## config.mk

```make
export PLATFORM = sky130hd
export DESIGN_NAME = timecode_line_parser
export DESIGN_NICKNAME = d
export VERILOG_FILES = /design/src/rtl/tcp_pkg.sv /design/src/rtl/tcp_scan.sv /design/src/rtl/timecode_line_parser.sv
export SDC_FILE = /design/constraint.sdc
export NUM_CORES = 1
export LEC_CHECK = 0
export BUFFER_PORTS_ARGS = -buffer_cell sky130_fd_sc_hd__clkbuf_2
export CORE_MARGIN = 3
export CORE_UTILIZATION = 65
export DETAILED_ROUTE_END_ITERATION = 10
export PLACE_DENSITY_LB_ADDON = 0.15
export SYNTH_ARGS = -nofsm -noshare
export SYNTH_HDL_FRONTEND = slang
export SYNTH_SLANG_ARGS = --single-unit
```

## constraint.sdc

```tcl
create_clock -name clk -period 5.6 [get_ports clk]
set_input_delay 0.28 -clock clk [delete_from_list [all_inputs] [get_ports clk]]
set_output_delay 0.28 -clock clk [all_outputs]
set_load 0.01 [all_outputs]
```

## src/rtl/tcp_pkg.sv

```systemverilog
// tcp_pkg: shared types and constants for the timecode line parser
// holds result status codes, satellite codes, character codes and the record summary struct
// no dependencies
package tcp_pkg;

  localparam int CharW = 7;

  // result status codes
  localparam logic [2:0] ST_TIME_OK   = 3'd0;
  localparam logic [2:0] ST_POSITION  = 3'd1;
  localparam logic [2:0] ST_BAD_REPLY = 3'd2;
  localparam logic [2:0] ST_BAD_DATE  = 3'd3;
  localparam logic [2:0] ST_BAD_TIME  = 3'd4;

  // stored satellite codes
  localparam logic [1:0] SAT_NONE    = 2'd0;
  localparam logic [1:0] SAT_WEST    = 2'd1;
  localparam logic [1:0] SAT_EAST    = 2'd2;
  localparam logic [1:0] SAT_STANDBY = 2'd3;

  // record lengths and field limits
  localparam int TimeLen   = 13;
  localparam int PosLen    = 21;
  localparam int DayMax    = 366;
  localparam int HourMax   = 23;
  localparam int MinSecMax = 59;

  // character codes
  localparam logic [CharW-1:0] CH_SPACE = 7'h20;
  localparam logic [CharW-1:0] CH_STAR  = 7'h2a;
  localparam logic [CharW-1:0] CH_PLUS  = 7'h2b;
  localparam logic [CharW-1:0] CH_MINUS = 7'h2d;
  localparam logic [CharW-1:0] CH_DOT   = 7'h2e;
  localparam logic [CharW-1:0] CH_ZERO  = 7'h30;
  localparam logic [CharW-1:0] CH_ONE   = 7'h31;
  localparam logic [CharW-1:0] CH_TWO   = 7'h32;
  localparam logic [CharW-1:0] CH_THREE = 7'h33;
  localparam logic [CharW-1:0] CH_SEVEN = 7'h37;
  localparam logic [CharW-1:0] CH_NINE  = 7'h39;
  localparam logic [CharW-1:0] CH_COLON = 7'h3a;

  // summary of the record as it stands after the current beat
  typedef struct packed {
    logic             nonempty;
    logic             time_form;
    logic             pos_form;
    logic [9:0]       day;
    logic [6:0]       hour;
    logic [6:0]       minute;
    logic [6:0]       second;
    logic [CharW-1:0] quality;
    logic [CharW-1:0] first_ch;
    logic [CharW-1:0] second_ch;
  } rec_t;

endpackage

```

## src/rtl/tcp_scan.sv

```systemverilog
// tcp_scan: per-record character checker and digit accumulator
// keeps the record state and reports the record summary including the current beat
// depends on tcp_pkg
module tcp_scan import tcp_pkg::*; #(
  parameter int RECORD_LIMIT = 63
) (
  input  logic             clk,
  input  logic             rst,
  input  logic             go,
  input  logic [CharW-1:0] ch,
  input  logic             last,
  output rec_t             rec
);

  localparam int CW = $clog2(RECORD_LIMIT + 1);

  logic [CW-1:0]    char_count, char_count_next;
  logic [9:0]       day_accum, day_accum_next;
  logic [6:0]       hour_accum, hour_accum_next;
  logic [6:0]       minute_accum, minute_accum_next;
  logic [6:0]       second_accum, second_accum_next;
  logic [CharW-1:0] quality_char, quality_char_next;
  logic             short_form_ok, short_form_ok_next;
  logic             long_form_ok, long_form_ok_next;
  logic [CharW-1:0] first_char, first_char_next;
  logic [CharW-1:0] second_char, second_char_next;

  logic       keep, dig, sgn;
  logic [3:0] dval;
  logic [13:0] day_mul;
  logic [10:0] hour_mul, minute_mul, second_mul;

  assign keep = (ch >= CH_SPACE) && (char_count < CW'(RECORD_LIMIT));
  assign dig  = (ch >= CH_ZERO) && (ch <= CH_NINE);
  assign sgn  = (ch == CH_PLUS) || (ch == CH_MINUS);
  assign dval = 4'(ch - CH_ZERO);

  // acc*10 + digit as shifts and adds
  assign day_mul    = ({4'd0, day_accum} << 3) + ({4'd0, day_accum} << 1) + 14'(dval);
  assign hour_mul   = ({4'd0, hour_accum} << 3) + ({4'd0, hour_accum} << 1) + 11'(dval);
  assign minute_mul = ({4'd0, minute_accum} << 3) + ({4'd0, minute_accum} << 1)
                      + 11'(dval);
  assign second_mul = ({4'd0, second_accum} << 3) + ({4'd0, second_accum} << 1)
                      + 11'(dval);

  always_comb begin
    char_count_next    = char_count;
    day_accum_next     = day_accum;
    hour_accum_next    = hour_accum;
    minute_accum_next  = minute_accum;
    second_accum_next  = second_accum;
    quality_char_next  = quality_char;
    short_form_ok_next = short_form_ok;
    long_form_ok_next  = long_form_ok;
    first_char_next    = first_char;
    second_char_next   = second_char;
    if (keep) begin
      char_count_next = char_count + CW'(1);
      // time record pattern
      if (char_count < CW'(12)) begin
        if (char_count == CW'(3) || char_count == CW'(6) || char_count == CW'(9)) begin
          if (ch != CH_COLON) short_form_ok_next = 1'b0;
        end else if (!dig) begin
          short_form_ok_next = 1'b0;
        end
      end
      if (char_count <= CW'(2)) begin
        if (dig) day_accum_next = day_mul[9:0];
      end else if (char_count == CW'(4) || char_count == CW'(5)) begin
        if (dig) hour_accum_next = hour_mul[6:0];
      end else if (char_count == CW'(7) || char_count == CW'(8)) begin
        if (dig) minute_accum_next = minute_mul[6:0];
      end else if (char_count == CW'(10) || char_count == CW'(11)) begin
        if (dig) second_accum_next = second_mul[6:0];
      end else if (char_count == CW'(12)) begin
        quality_char_next = ch;
      end
      // position record pattern
      if (char_count < CW'(PosLen)) begin
        if (char_count == CW'(3) || char_count == CW'(10) || char_count == CW'(19)) begin
          if (ch != CH_DOT) long_form_ok_next = 1'b0;
        end else if (char_count == CW'(8) || char_count == CW'(15)) begin
          if (!sgn) long_form_ok_next = 1'b0;
        end else if (!dig) begin
          long_form_ok_next = 1'b0;
        end
      end
      if (char_count == CW'(0)) first_char_next = ch;
      if (char_count == CW'(1)) second_char_next = ch;
    end
  end

  always_comb begin
    rec.nonempty  = char_count_next != CW'(0);
    rec.time_form = (char_count_next == CW'(TimeLen)) && short_form_ok_next;
    rec.pos_form  = (char_count_next == CW'(PosLen)) && long_form_ok_next;
    rec.day       = day_accum_next;
    rec.hour      = hour_accum_next;
    rec.minute    = minute_accum_next;
    rec.second    = second_accum_next;
    rec.quality   = quality_char_next;
    rec.first_ch  = first_char_next;
    rec.second_ch = second_char_next;
  end

  always_ff @(posedge clk) begin
    if (rst || (go && last)) begin
      char_count    <= '0;
      day_accum     <= '0;
      hour_accum    <= '0;
      minute_accum  <= '0;
      second_accum  <= '0;
      quality_char  <= '0;
      short_form_ok <= 1'b1;
      long_form_ok  <= 1'b1;
      first_char    <= '0;
      second_char   <= '0;
    end else if (go) begin
      char_count    <= char_count_next;
      day_accum     <= day_accum_next;
      hour_accum    <= hour_accum_next;
      minute_accum  <= minute_accum_next;
      second_accum  <= second_accum_next;
      quality_char  <= quality_char_next;
      short_form_ok <= short_form_ok_next;
      long_form_ok  <= long_form_ok_next;
      first_char    <= first_char_next;
      second_char   <= second_char_next;
    end
  end

endmodule

```

## src/rtl/timecode_line_parser.sv

```systemverilog
// timecode_line_parser: top level of the serial timecode line parser
// input register, record scanner, result classification and output register
// depends on tcp_pkg and tcp_scan
//
// Usage:
//   Input channel: rx_byte and end_of_record move with in_valid/in_stall; one
//   beat per received byte. Bit 7 of rx_byte is ignored, bytes below space are
//   dropped, and a beat with end_of_record closes the record.
//   Output channel: one result beat (record_status and decoded fields) per
//   closed record that held at least one kept character, on out_valid/out_stall.
//   A closing byte is accepted into the input register, then passes through
//   the scanner into the output register, where its result beat is offered.
//   Throughput is one byte per cycle while no closing byte waits on a stalled
//   output; the scanner updates its accumulators in a single pass per byte.
//   Stall: when out_stall holds a waiting result, bytes that close no record
//   still move on; a closing byte waits in the input register, and in_stall
//   rises only then.
//   Reset (rst, synchronous) empties both registers, clears the record state
//   and sets the stored satellite code to none.
module timecode_line_parser import tcp_pkg::*; #(
  parameter int RECORD_LIMIT = 63
) (
  input  logic       clk,
  input  logic       rst,
  input  logic       in_valid,
  output logic       in_stall,
  input  logic [7:0] rx_byte,
  input  logic       end_of_record,
  output logic       out_valid,
  input  logic       out_stall,
  output logic [2:0] record_status,
  output logic [9:0] day_of_year,
  output logic [6:0] hour_value,
  output logic [6:0] minute_value,
  output logic [6:0] second_value,
  output logic       not_in_sync,
  output logic [1:0] satellite_seen,
  output logic       request_resume
);

  logic             s1_valid;
  logic [CharW-1:0] s1_char;
  logic             s1_last;
  logic             s1_go, s1_result, out_free, in_take;
  rec_t             rec;
  logic [1:0]       satellite_code, satellite_code_next;

  logic [2:0] status_next;
  logic [9:0] day_next;
  logic [6:0] hour_next, minute_next, second_next;
  logic       nis_next, resume_next;

  assign out_free  = !out_valid || !out_stall;
  assign s1_result = s1_last && rec.nonempty;
  assign s1_go     = s1_valid && (!s1_result || out_free);
  assign in_stall  = s1_valid && !s1_go;
  assign in_take   = in_valid && !in_stall;

  // input register
  always_ff @(posedge clk) begin
    if (rst) begin
      s1_valid <= 1'b0;
    end else if (in_take) begin
      s1_valid <= 1'b1;
    end else if (s1_go) begin
      s1_valid <= 1'b0;
    end
  end

  always_ff @(posedge clk) begin
    if (in_take) begin
      s1_char <= rx_byte[CharW-1:0];
      s1_last <= end_of_record;
    end
  end

  tcp_scan #(.RECORD_LIMIT(RECORD_LIMIT)) u_scan (
    .clk  (clk),
    .rst  (rst),
    .go   (s1_go),
    .ch   (s1_char),
    .last (s1_last),
    .rec  (rec)
  );

  // satellite code from the first two characters of a position record
  always_comb begin
    satellite_code_next = satellite_code;
    if (rec.pos_form) begin
      priority if (rec.first_ch == CH_ONE &&
                   (rec.second_ch == CH_THREE || rec.second_ch == CH_TWO)) begin
        satellite_code_next = SAT_WEST;
      end else if (rec.first_ch == CH_ONE && rec.second_ch == CH_ZERO) begin
        satellite_code_next = SAT_STANDBY;
      end else if (rec.first_ch == CH_ZERO && rec.second_ch == CH_SEVEN) begin
        satellite_code_next = SAT_EAST;
      end else begin
        satellite_code_next = SAT_NONE;
      end
    end
  end

  always_comb begin
    status_next = ST_BAD_REPLY;
    day_next    = '0;
    hour_next   = '0;
    minute_next = '0;
    second_next = '0;
    nis_next    = 1'b0;
    resume_next = 1'b0;
    if (rec.time_form) begin
      day_next    = rec.day;
      hour_next   = rec.hour;
      minute_next = rec.minute;
      second_next = rec.second;
      nis_next    = (rec.quality != CH_SPACE) && (rec.quality != CH_DOT) &&
                    (rec.quality != CH_STAR);
      priority if (rec.day < 10'd1 || rec.day > 10'(DayMax)) begin
        status_next = ST_BAD_DATE;
      end else if (rec.hour > 7'(HourMax) || rec.minute > 7'(MinSecMax) ||
                   rec.second > 7'(MinSecMax)) begin
        status_next = ST_BAD_TIME;
      end else begin
        status_next = ST_TIME_OK;
      end
    end else if (rec.pos_form) begin
      status_next = ST_POSITION;
      resume_next = 1'b1;
    end
  end

  always_ff @(posedge clk) begin
    if (rst) begin
      satellite_code <= SAT_NONE;
    end else if (s1_go && s1_result) begin
      satellite_code <= satellite_code_next;
    end
  end

  // output register
  always_ff @(posedge clk) begin
    if (rst) begin
      out_valid <= 1'b0;
    end else if (s1_go && s1_result) begin
      out_valid <= 1'b1;
    end else if (!out_stall) begin
      out_valid <= 1'b0;
    end
  end

  always_ff @(posedge clk) begin
    if (s1_go && s1_result) begin
      record_status  <= status_next;
      day_of_year    <= day_next;
      hour_value     <= hour_next;
      minute_value   <= minute_next;
      second_value   <= second_next;
      not_in_sync    <= nis_next;
      satellite_seen <= satellite_code_next;
      request_resume <= resume_next;
    end
  end

  a_stall_only_when_full: assert property (@(posedge clk) disable iff (rst)
    in_stall |-> s1_valid && s1_last && out_valid && out_stall)
    else $error("input stalled without a waiting result");

  a_status_range: assert property (@(posedge clk) disable iff (rst)
    out_valid |-> record_status <= ST_BAD_TIME)
    else $error("record status out of range");

  a_resume_on_position: assert property (@(posedge clk) disable iff (rst)
    out_valid && request_resume |-> record_status == ST_POSITION)
    else $error("resume request on a non-position record");

  a_bad_reply_clean: assert property (@(posedge clk) disable iff (rst)
    out_valid && record_status == ST_BAD_REPLY |->
      day_of_year == 10'd0 && hour_value == 7'd0 && not_in_sync == 1'b0 &&
      request_resume == 1'b0)
    else $error("bad reply carries decoded fields");

  a_sat_matches: assert property (@(posedge clk) disable iff (rst)
    out_valid && !(s1_go && s1_result) |=> !out_valid || satellite_seen == satellite_code)
    else $error("reported satellite code differs from stored code");

endmodule
```

==> results.md, run 1 <==
Layout:
- The final layout net count is 765.
- The multi-input combinational cells in the finished layout cover a total of 0.00360 mm².
- In the final layout, the share of cells above drive strength 1 is 0.142.
- 0 antenna diodes ended up in the layout.
- The combined flip-flop and latch cell area is 0.00266 mm².
- The layout overhead on the synthesized area is 7.65%.
- The filler cell count is 707.

Timing:
- The final-layout setup total negative slack is 0 ns.
- In this run the tightest slew margin relative to its limit is 0.342.
- The total setup violations reported at the end of the flow is 0.
- The worst setup skew after layout is 0.0132 ns.
- The final max-slew violation count is 0.
- The tightest hold path in the finished design has a slack of 0.0815 ns.
- The number of hold violations in the final report is 0.
- The transition time at the pin with the least slew margin is 0.987 ns.
- Of the available clock period, the critical path in the final layout requires 0.738.
- The time the worst path needs with I/O delays and setup is 4.13 ns.
- Setup repair after global routing left no endpoint under its margin.
- The maximum operating frequency is 242 MHz.

CTS:
- The number of buffers added for setup after CTS is 0.
- The count of cells resized by post-cts repair is 0.
- The latest clock arrival within the worst-skew pair is 0.37 ns.
- The clock tree synthesis step divided the H-tree into 3 levels.
- TritonCTS built the clock tree.
- The number of buffers added to fix hold violations after cts is 0.
- The clock sink count is 110.
- The clock passes through at most 2 buffers.
- Clock-pin slew was measured on the worst setup and hold paths at 0.10 ns.
- In this run, CTS created clock tree buffers numbering 9.
- Clock tree synthesis selected as its root buffer the cell clkbuf_8.

Die:
- For this configuration, the core starts out at a cell density of 0.688.
- The number of cell rows is 35.
- The die covers 0.0113 mm².
- The total area inside the core boundary comes to 0.00950 mm².
- From bottom edge to top edge, the die measures 106 µm.
- For this design the top-level I/O count stands at 53.
- The floorplan die width is 106 µm.

Run:
- Max-cap violations in this run came to 0.

Hold path:
- The cell count of the worst hold path is 1.
- The type of the tightest min-delay check is in -> reg.
- The worst hold path terminates at s1_char[1].
- The critical hold path startpoint is rx_byte[1].

Route:
- Dividing the detail-routed wire length by the instance count gives 16.9 µm.
- The detailed router finished its first iteration with 273 violations.
- Detailed routing inserted a total of 5,058 vias.
- The detail route stage leaves a number of antenna-violating nets equal to 0.
- The aggregate routed wire length is 14.1 mm.
- The number of optimization iterations in the first detailed-route pass is 5.
- Dividing the detail-routed via count by the number of cells gives 6.06.
- After detailed routing, the number of remaining DRC violations is 0.

Critical path:
- The worst flop-to-flop path startpoint is s1_char[3].
- The worst setup path is of the reg -> reg kind.
- The number of cells on the worst reg-to-reg path is 11.
- The element type at the critical path start is a flip-flop.
- The worst-case register-to-register setup slack is 1.47 ns.
- The beginning of the critical path is s1_char[3].
- The element type at the critical path end is a flip-flop.
- The reg-to-reg endpoint is record_status[2].
- Of all nets on the critical path, the largest fanout is 10.
- The critical path data required time is 5.84 ns.
- Data on the critical path arrives at its endpoint at 4.37 ns.

Synthesis:
- Of the post-synthesis cell area, the dominant cell type holds 0.211.
- The post-synthesis cell type with the largest combined area is edfxtp_1.
- Counting every net in the synthesized netlist gives 732.
- The post-synthesis cell count is 668.
- By area the synthesized netlist is led by edfxtp_1 21%, dfxtp_1 20%, mux2i_1 8.9%.
- The dominant synthesized flop cell is dfxtp_1.
- In this run the cell area of the synthesized design comes to 0.00654 mm².
- Of the synthesized area, sequential elements account for 0.407.
- Counting flops with an async set or reset pin after synthesis yields a share of 0.
- The count of flip-flops with a built-in enable after synthesis is 46.
- The average cell area after synthesis is 9.79 µm².
- In this run, distinct cell masters in the synthesized netlist total 73.
- For this run, the number of Yosys warnings is 0.
- The register bit total from synthesis is 110.

Power and ir drop:
- The power density normalized to cell area is 212 mW/mm².
- The total chip power is 1.50 mW.
- The maximum ir drop on the vdd rail is 0.177 mV.
- In this run the static leakage power is 2.62 nW.

GRT:
- The number of global-route vias before repair is 5,007.
- The remaining global-route overflow is 0.
- The overall fraction of global-route tracks in use is 0.261.
- The pin count of the biggest net entering global routing is 41.
- The initial antenna violation count is 0.
- The first-pass GRT wire length is 23.8 mm.

Place:
- The global placer's final weighted congestion is 0.916.
- The count of buffers added on input and output ports is 51.
- Detailed placement ended at an HPWL of 10.1 mm.

Status:
- The flow ran to the end, and the final reports show no timing, DRC or antenna violations.
[worst max path at each step]
stage	endpoint
2_1_floorplan	record_status[0]
3_3_place_gp	record_status[2]
3_5_place_dp	record_status[2]
4_1_cts	record_status[2]
5_1_grt	record_status[2]
6_report	record_status[2]
[registers in the layout, summed over array words and instances, names as in the netlist, 2 cells and up]
register	flops
day_of_year	10
hour_value	7
minute_value	7
record_status	3
s1_char	7
satellite_code	2
satellite_seen	2
second_value	7
u_scan.char_count	6
u_scan.day_accum	10
u_scan.first_char	7
u_scan.hour_accum	7
u_scan.minute_accum	7
u_scan.quality_char	7
u_scan.second_accum	7
u_scan.second_char	7
[cell type report]
cell class	instances	share of cell area
inverters	30	0.0160
well taps	129	0.0229
clock buffers	13	0.0244
multi-input cells	493	0.512
flip-flops and latches	110	0.378
repair buffers	57	0.0427
clock inverters	3	0.00373
[per-stage QoR]
step	util	instance area (µm²)	cells	setup WS, ns
final	0.741	7040	835	1.47
after floorplan	-	6540	668	2.22
after CTS	0.741	7040	835	1.47
after global routing	0.741	7040	835	1.11
after detailed placement	0.720	6840	819	1.48
after global placement	0.720	6840	819	1.60
[per-layer routing]
layer,vias to the layer above,GRT usage,wire (µm)
li1,2464,-,-
met3,24,0.0534,846
met1,2413,0.333,6180
met2,157,0.443,6850
met5,-,0,0
met4,0,0.0851,216
[where the power goes]
group | switching (mW) | internal, mW | total (mW)
Sequential | 0.0284 | 0.856 | 0.884
Combinational | 0.0850 | 0.0557 | 0.141
Clock | 0.264 | 0.207 | 0.471
Total | 0.377 | 1.12 | 1.50
[cells in the mapped netlist (all sizes together) (3+ instances only)]
master	instances
nor2	104
edfxtp	46
and3	4
o21ai	13
a21boi	3
and2	3
nor3	9
nor4	8
and4	3
or2	4
mux2	5
clkbuf	17
nand4	5
a211oi	28
a21o	9
buf	18
inv	30
o21bai	3
nor2b	5
xor2	3
nand2	47
dfxtp	64
mux2i	58
a31oi	4
ha	43
nand3b	4
fa	8
xnor2	23
o311ai	3
o31ai	3
a21oi	44
nand3	11
or3	6
[layout by cell type, fill, tap and decap left out, drive strengths merged, types with 5 or more instances in the layout]
cell type    n
a211oi      28
a21o         9
a21oi       44
buf          6
clkbuf      64
dfxtp       64
edfxtp      46
fa           8
ha          43
inv         31
mux2         5
mux2i       58
nand2       47
nand3       11
nand4        5
nor2       104
nor2b        5
nor3         9
nor4         8
o21ai       13
or3          6
xnor2       23
[cells by family after synthesis]
logic type | count (synthesis) | share of synthesized area
AO/OA/AOI/OAI | 131 | 0.149
buffers and inverters | 65 | 0.0438
AND/OR/NAND/NOR | 222 | 0.161
flip-flops | 110 | 0.407
adder cells (fa/ha/maj) | 51 | 0.107
multiplexers | 63 | 0.0974
XOR/XNOR | 26 | 0.0348
[worst max-delay path, stage by stage (launching register included)]
cell,delay [ns]
edfxtp_1,0.59
inv_1,0.33
fa_1,0.61
inv_1,0.07
fa_1,0.48
a211oi_1,0.32
o21ai_0,0.17
and3_1,0.20
o31ai_1,0.29
o311ai_0,0.18
a211oi_1,0.54
o31a_1,0.23
No activity file was read; power rests on OpenSTA's default activity.
==> inputs of run 2 (changes only) <==
--- a/config.mk
+++ b/config.mk
@@ -7,7 +7,7 @@
 export LEC_CHECK = 0
 export BUFFER_PORTS_ARGS = -buffer_cell sky130_fd_sc_hd__clkbuf_2
 export CORE_MARGIN = 3
-export CORE_UTILIZATION = 65
+export CORE_UTILIZATION = 55
 export DETAILED_ROUTE_END_ITERATION = 10
 export PLACE_DENSITY_LB_ADDON = 0.15
 export SYNTH_ARGS = -nofsm -noshare
==> constraint.sdc (replaced) <==
create_clock -name clk -period 3.45 [get_ports clk]
set_input_delay 0.1725 -clock clk [delete_from_list [all_inputs] [get_ports clk]]
set_output_delay 0.1725 -clock clk [all_outputs]
set_load 0.01 [all_outputs]
==> results.md, run 2 (synthesis results as in run 1) <==
Critical path:
- The worst-case register-to-register setup slack was 0.13 ns (-1.34 ns).
- The master of the slowest instance on the critical path is fa_1.
- The critical path goes through inv_1 > fa_1 > inv_1 > fa_2 > a211oi_2 > o21ai_0 > and3_1 > o31ai_2 > o311ai_0 > a211oi_1 > buf_4 > a21oi_1.
- The buffers plus inverters on the worst setup path is 3 (+1).
- The element type at the critical path end is a flip-flop.
- The critical path data required time is 3.56 ns (-2.28 ns).
- The logic depth of the worst register-to-register path is 12 (+1).
- The most numerous cell type found on the critical path is inv_1.
- The element type at the critical path start is a flip-flop.
- The endpoint identified for the worst register-to-register timing path is record_status[0].
- The top fanout value on the critical path is 3 (-7).
- The cell family with the largest share of critical-path delay is compound AO/OA/AOI/OAI gates.
- The largest stage delay on the critical path is 0.54 ns (-0.07 ns).
- The critical path is of the reg -> reg type.
- The arrival time at the worst endpoint is 3.43 ns (-0.94 ns).
- The worst register-to-register path begins at s1_char[3].

Place:
- The cell count after placement is 859 (+4.9%).
- The global placer's final weighted congestion is 0.946 (+3.3%).
- The HPWL after detailed placement was 11.0 mm (+9.4%).
- The number of port buffers is 51 (unchanged).

Hold path:
- For hold timing, the worst endpoint is s1_valid.
- The type of the tightest min-delay check is in -> reg.
- The cell count of the worst hold path is 3 (+2).
- The critical hold path startpoint is in_valid.

Die:
- The number of top-level pins was 53 (unchanged).
- The number of cell rows was 39 (+11%).
- The area of the core region is 0.0115 mm² (+21%).
- The full die area is 0.0132 mm² (+17%).
- The die height is 115 µm (+8.2%).
- The starting density of the core is 0.568 (-0.120).
- The floorplan die width is 115 µm (+8.2%).

Power and ir drop:
- The static leakage came to 2.81 nW (+7.1%).
- The power density normalized to cell area was 359 mW/mm² (+69%).
- The maximum ir drop on the vdd rail is 0.398 mV (+130%).
- The total chip power is 2.67 mW (+78%).

Route:
- The total number of vias was 5,175 (+2.3%).
- The average vias per placed instance is 5.86 (-3.2%).
- The violation count after the first detailed-routing iteration is 426 (+56%).
- The aggregate routed wire length was 15.5 mm (+10%).
- The number of optimization iterations in the first detailed-route pass is 5 (unchanged).
- The per-cell routed wire length came to 17.6 µm (+4.1%).
- The number of nets still failing antenna checks after routing is 0 (unchanged).
- The post-detailed-route DRC marker count is 0 (unchanged).

Timing:
- The final max-slew violation count is 0 (unchanged).
- The max-slew headroom at the worst pin is 0.576 (+0.234).
- The transition time at the pin with the least slew margin is 0.635 ns (-0.352 ns).
- The worst setup skew after layout came to 0.00765 ns (-0.00555 ns).
- The number of hold violations in the final report was 0 (unchanged).
- The total setup violations reported at the end of the flow was 0 (unchanged).
- The final worst hold slack is 0.0512 ns (-0.0303 ns).
- The maximum operating frequency was 301 MHz (+24%).
- The share of the cycle needed by the critical path after routing came to 0.963 (+0.225).
- The time the worst path needs with I/O delays and setup is 3.32 ns (-0.809 ns).

CTS:
- The clock transition at the register clock pins on the worst setup and hold paths after CTS came to 0.07 ns (-0.03 ns).
- The clock sink count is 110 (unchanged).
- The cell at the root of the clock tree is clkbuf_16.
- The number of buffers added for setup after CTS came to 0 (unchanged).
- TritonCTS built the clock tree.
- The latest clock arrival within the worst-skew pair is 0.36 ns (about the same).
- The clock buffer count from CTS was 9 (unchanged).
- The buffer depth of the longest clock path is 2 (unchanged).
- The maximum level of the CTS H-tree is 3 (unchanged).

Layout:
- The count of placed standard cells in the final layout, fillers left out is 883 (+5.7%).
- The final layout net count is 799 (+4.4%).
- The layout overhead on the synthesized area is 13.7%.
- The share of final-layout standard cells stronger than drive strength 1 is 0.176 (+0.0340).
- The filler cell count is 947 (+34%).
- The footprint of the multi-input gates is 0.00362 mm² (+0.56%).
- The largest registers in the layout are day_of_year: 10 flops, u_scan.day_accum: 10 flops.
- Leaving out fill and tap cells, the most frequent cell in the layout is nor2_1.
- Leaving out fill and tap cells, the most frequent cells in the layout are 102 x nor2_1, 64 x dfxtp_1, 58 x mux2i_1.
- The number of diodes added for antenna fixing came to 0 (unchanged).
- The combined flip-flop and latch cell area is 0.00266 mm² (unchanged).

GRT:
- The initial antenna violation count is 0 (unchanged).
- The overall fraction of global-route tracks in use was 0.240 (-0.0204).
- The pin count of the biggest net entering global routing was 40 (-2.4%).
- The first-pass GRT wire length is 25.1 mm (+5.4%).
- The number of global-route vias before repair came to 4,993 (-0.28%).
- The remaining global-route overflow is 0 (unchanged).

Status:
- The flow ran to the end, and the final reports show no timing, DRC or antenna violations.

Run:
- The number of max-capacitance violations reported was 0 (unchanged).
-- run 2: cell types whose count changed in the layout (fill, tap and decap cells not counted), moves of 8 or more --
cell,change
buf_4,+25
clkbuf_8,-10
clkbuf_16,+8
dlygate4sd3_1,+8
-- run 2: repair_timing --
item                       in CTS  in global routing
cloned                          0                  0
gates resized for setup         1                  4
pin swaps                       0                  0
hold buffers                    8                  0
hold endpoints to repair        8                  0
setup endpoints to repair       2                 44
-- run 2: worst min-delay path: cells and delay by family --
family,cells,cell delay [ns]
buffers and inverters,1,0.09
AND/OR/NAND/NOR,2,0.12
-- run 2: where the power goes --
group	internal (mW)	total, mW	switching, mW
registers	1.39	1.42	0.0296
clock network	0.488	0.972	0.484
logic	0.111	0.275	0.165
total	1.99	2.67	0.678
-- run 2: final cells by class --
| cell class | count | share of cell area |
|---|---|---|
| Clock buffer | 10 | 0.0308 |
| Clock inverter | 6 | 0.00505 |
| Inverter | 30 | 0.0151 |
| Multi-Input combinational cell | 493 | 0.488 |
| Sequential cell | 110 | 0.358 |
| Tap cell | 143 | 0.0241 |
| Timing Repair Buffer | 91 | 0.0791 |
-- run 2: layer usage --
metal  track usage  wire length, µm  vias up
li1              -                -     2525
met1         0.310             6890     2489
met2         0.399             7580      139
met3        0.0542              765       22
met4        0.0822              276        0
met5             0                0        -
-- run 2: worst max path at each step --
| stage | startpoint | to | slack, ns | cells past startpoint |
|---|---|---|---|---|
| 2_1_floorplan | s1_char[3] | record_status[0] | 0.07 | 12 |
| 3_3_place_gp | s1_char[3] | record_status[0] | 0.06 | 12 |
| 3_5_place_dp | s1_char[3] | record_status[0] | 0.03 | 12 |
| 4_1_cts | s1_char[3] | record_status[0] | 0.06 | 12 |
| 5_1_grt | s1_char[3] | record_status[0] | -0.03 | 12 |
| 6_report | s1_char[3] | record_status[0] | 0.13 | 12 |
-- run 2: stage by stage --
stage / utilization / setup TNS, ns / setup WS, ns / instance area [µm²]
CTS: 0.644 / 0 / 0.0579 / 7420
detailed placement: 0.614 / 0 / 0.0281 / 7070
global route: 0.645 / -0.0581 / -0.0329 / 7430
finish: 0.645 / 0 / 0.128 / 7430
global placement: 0.614 / 0 / 0.0596 / 7070
floorplan: - / 0 / 0.0713 / 6540
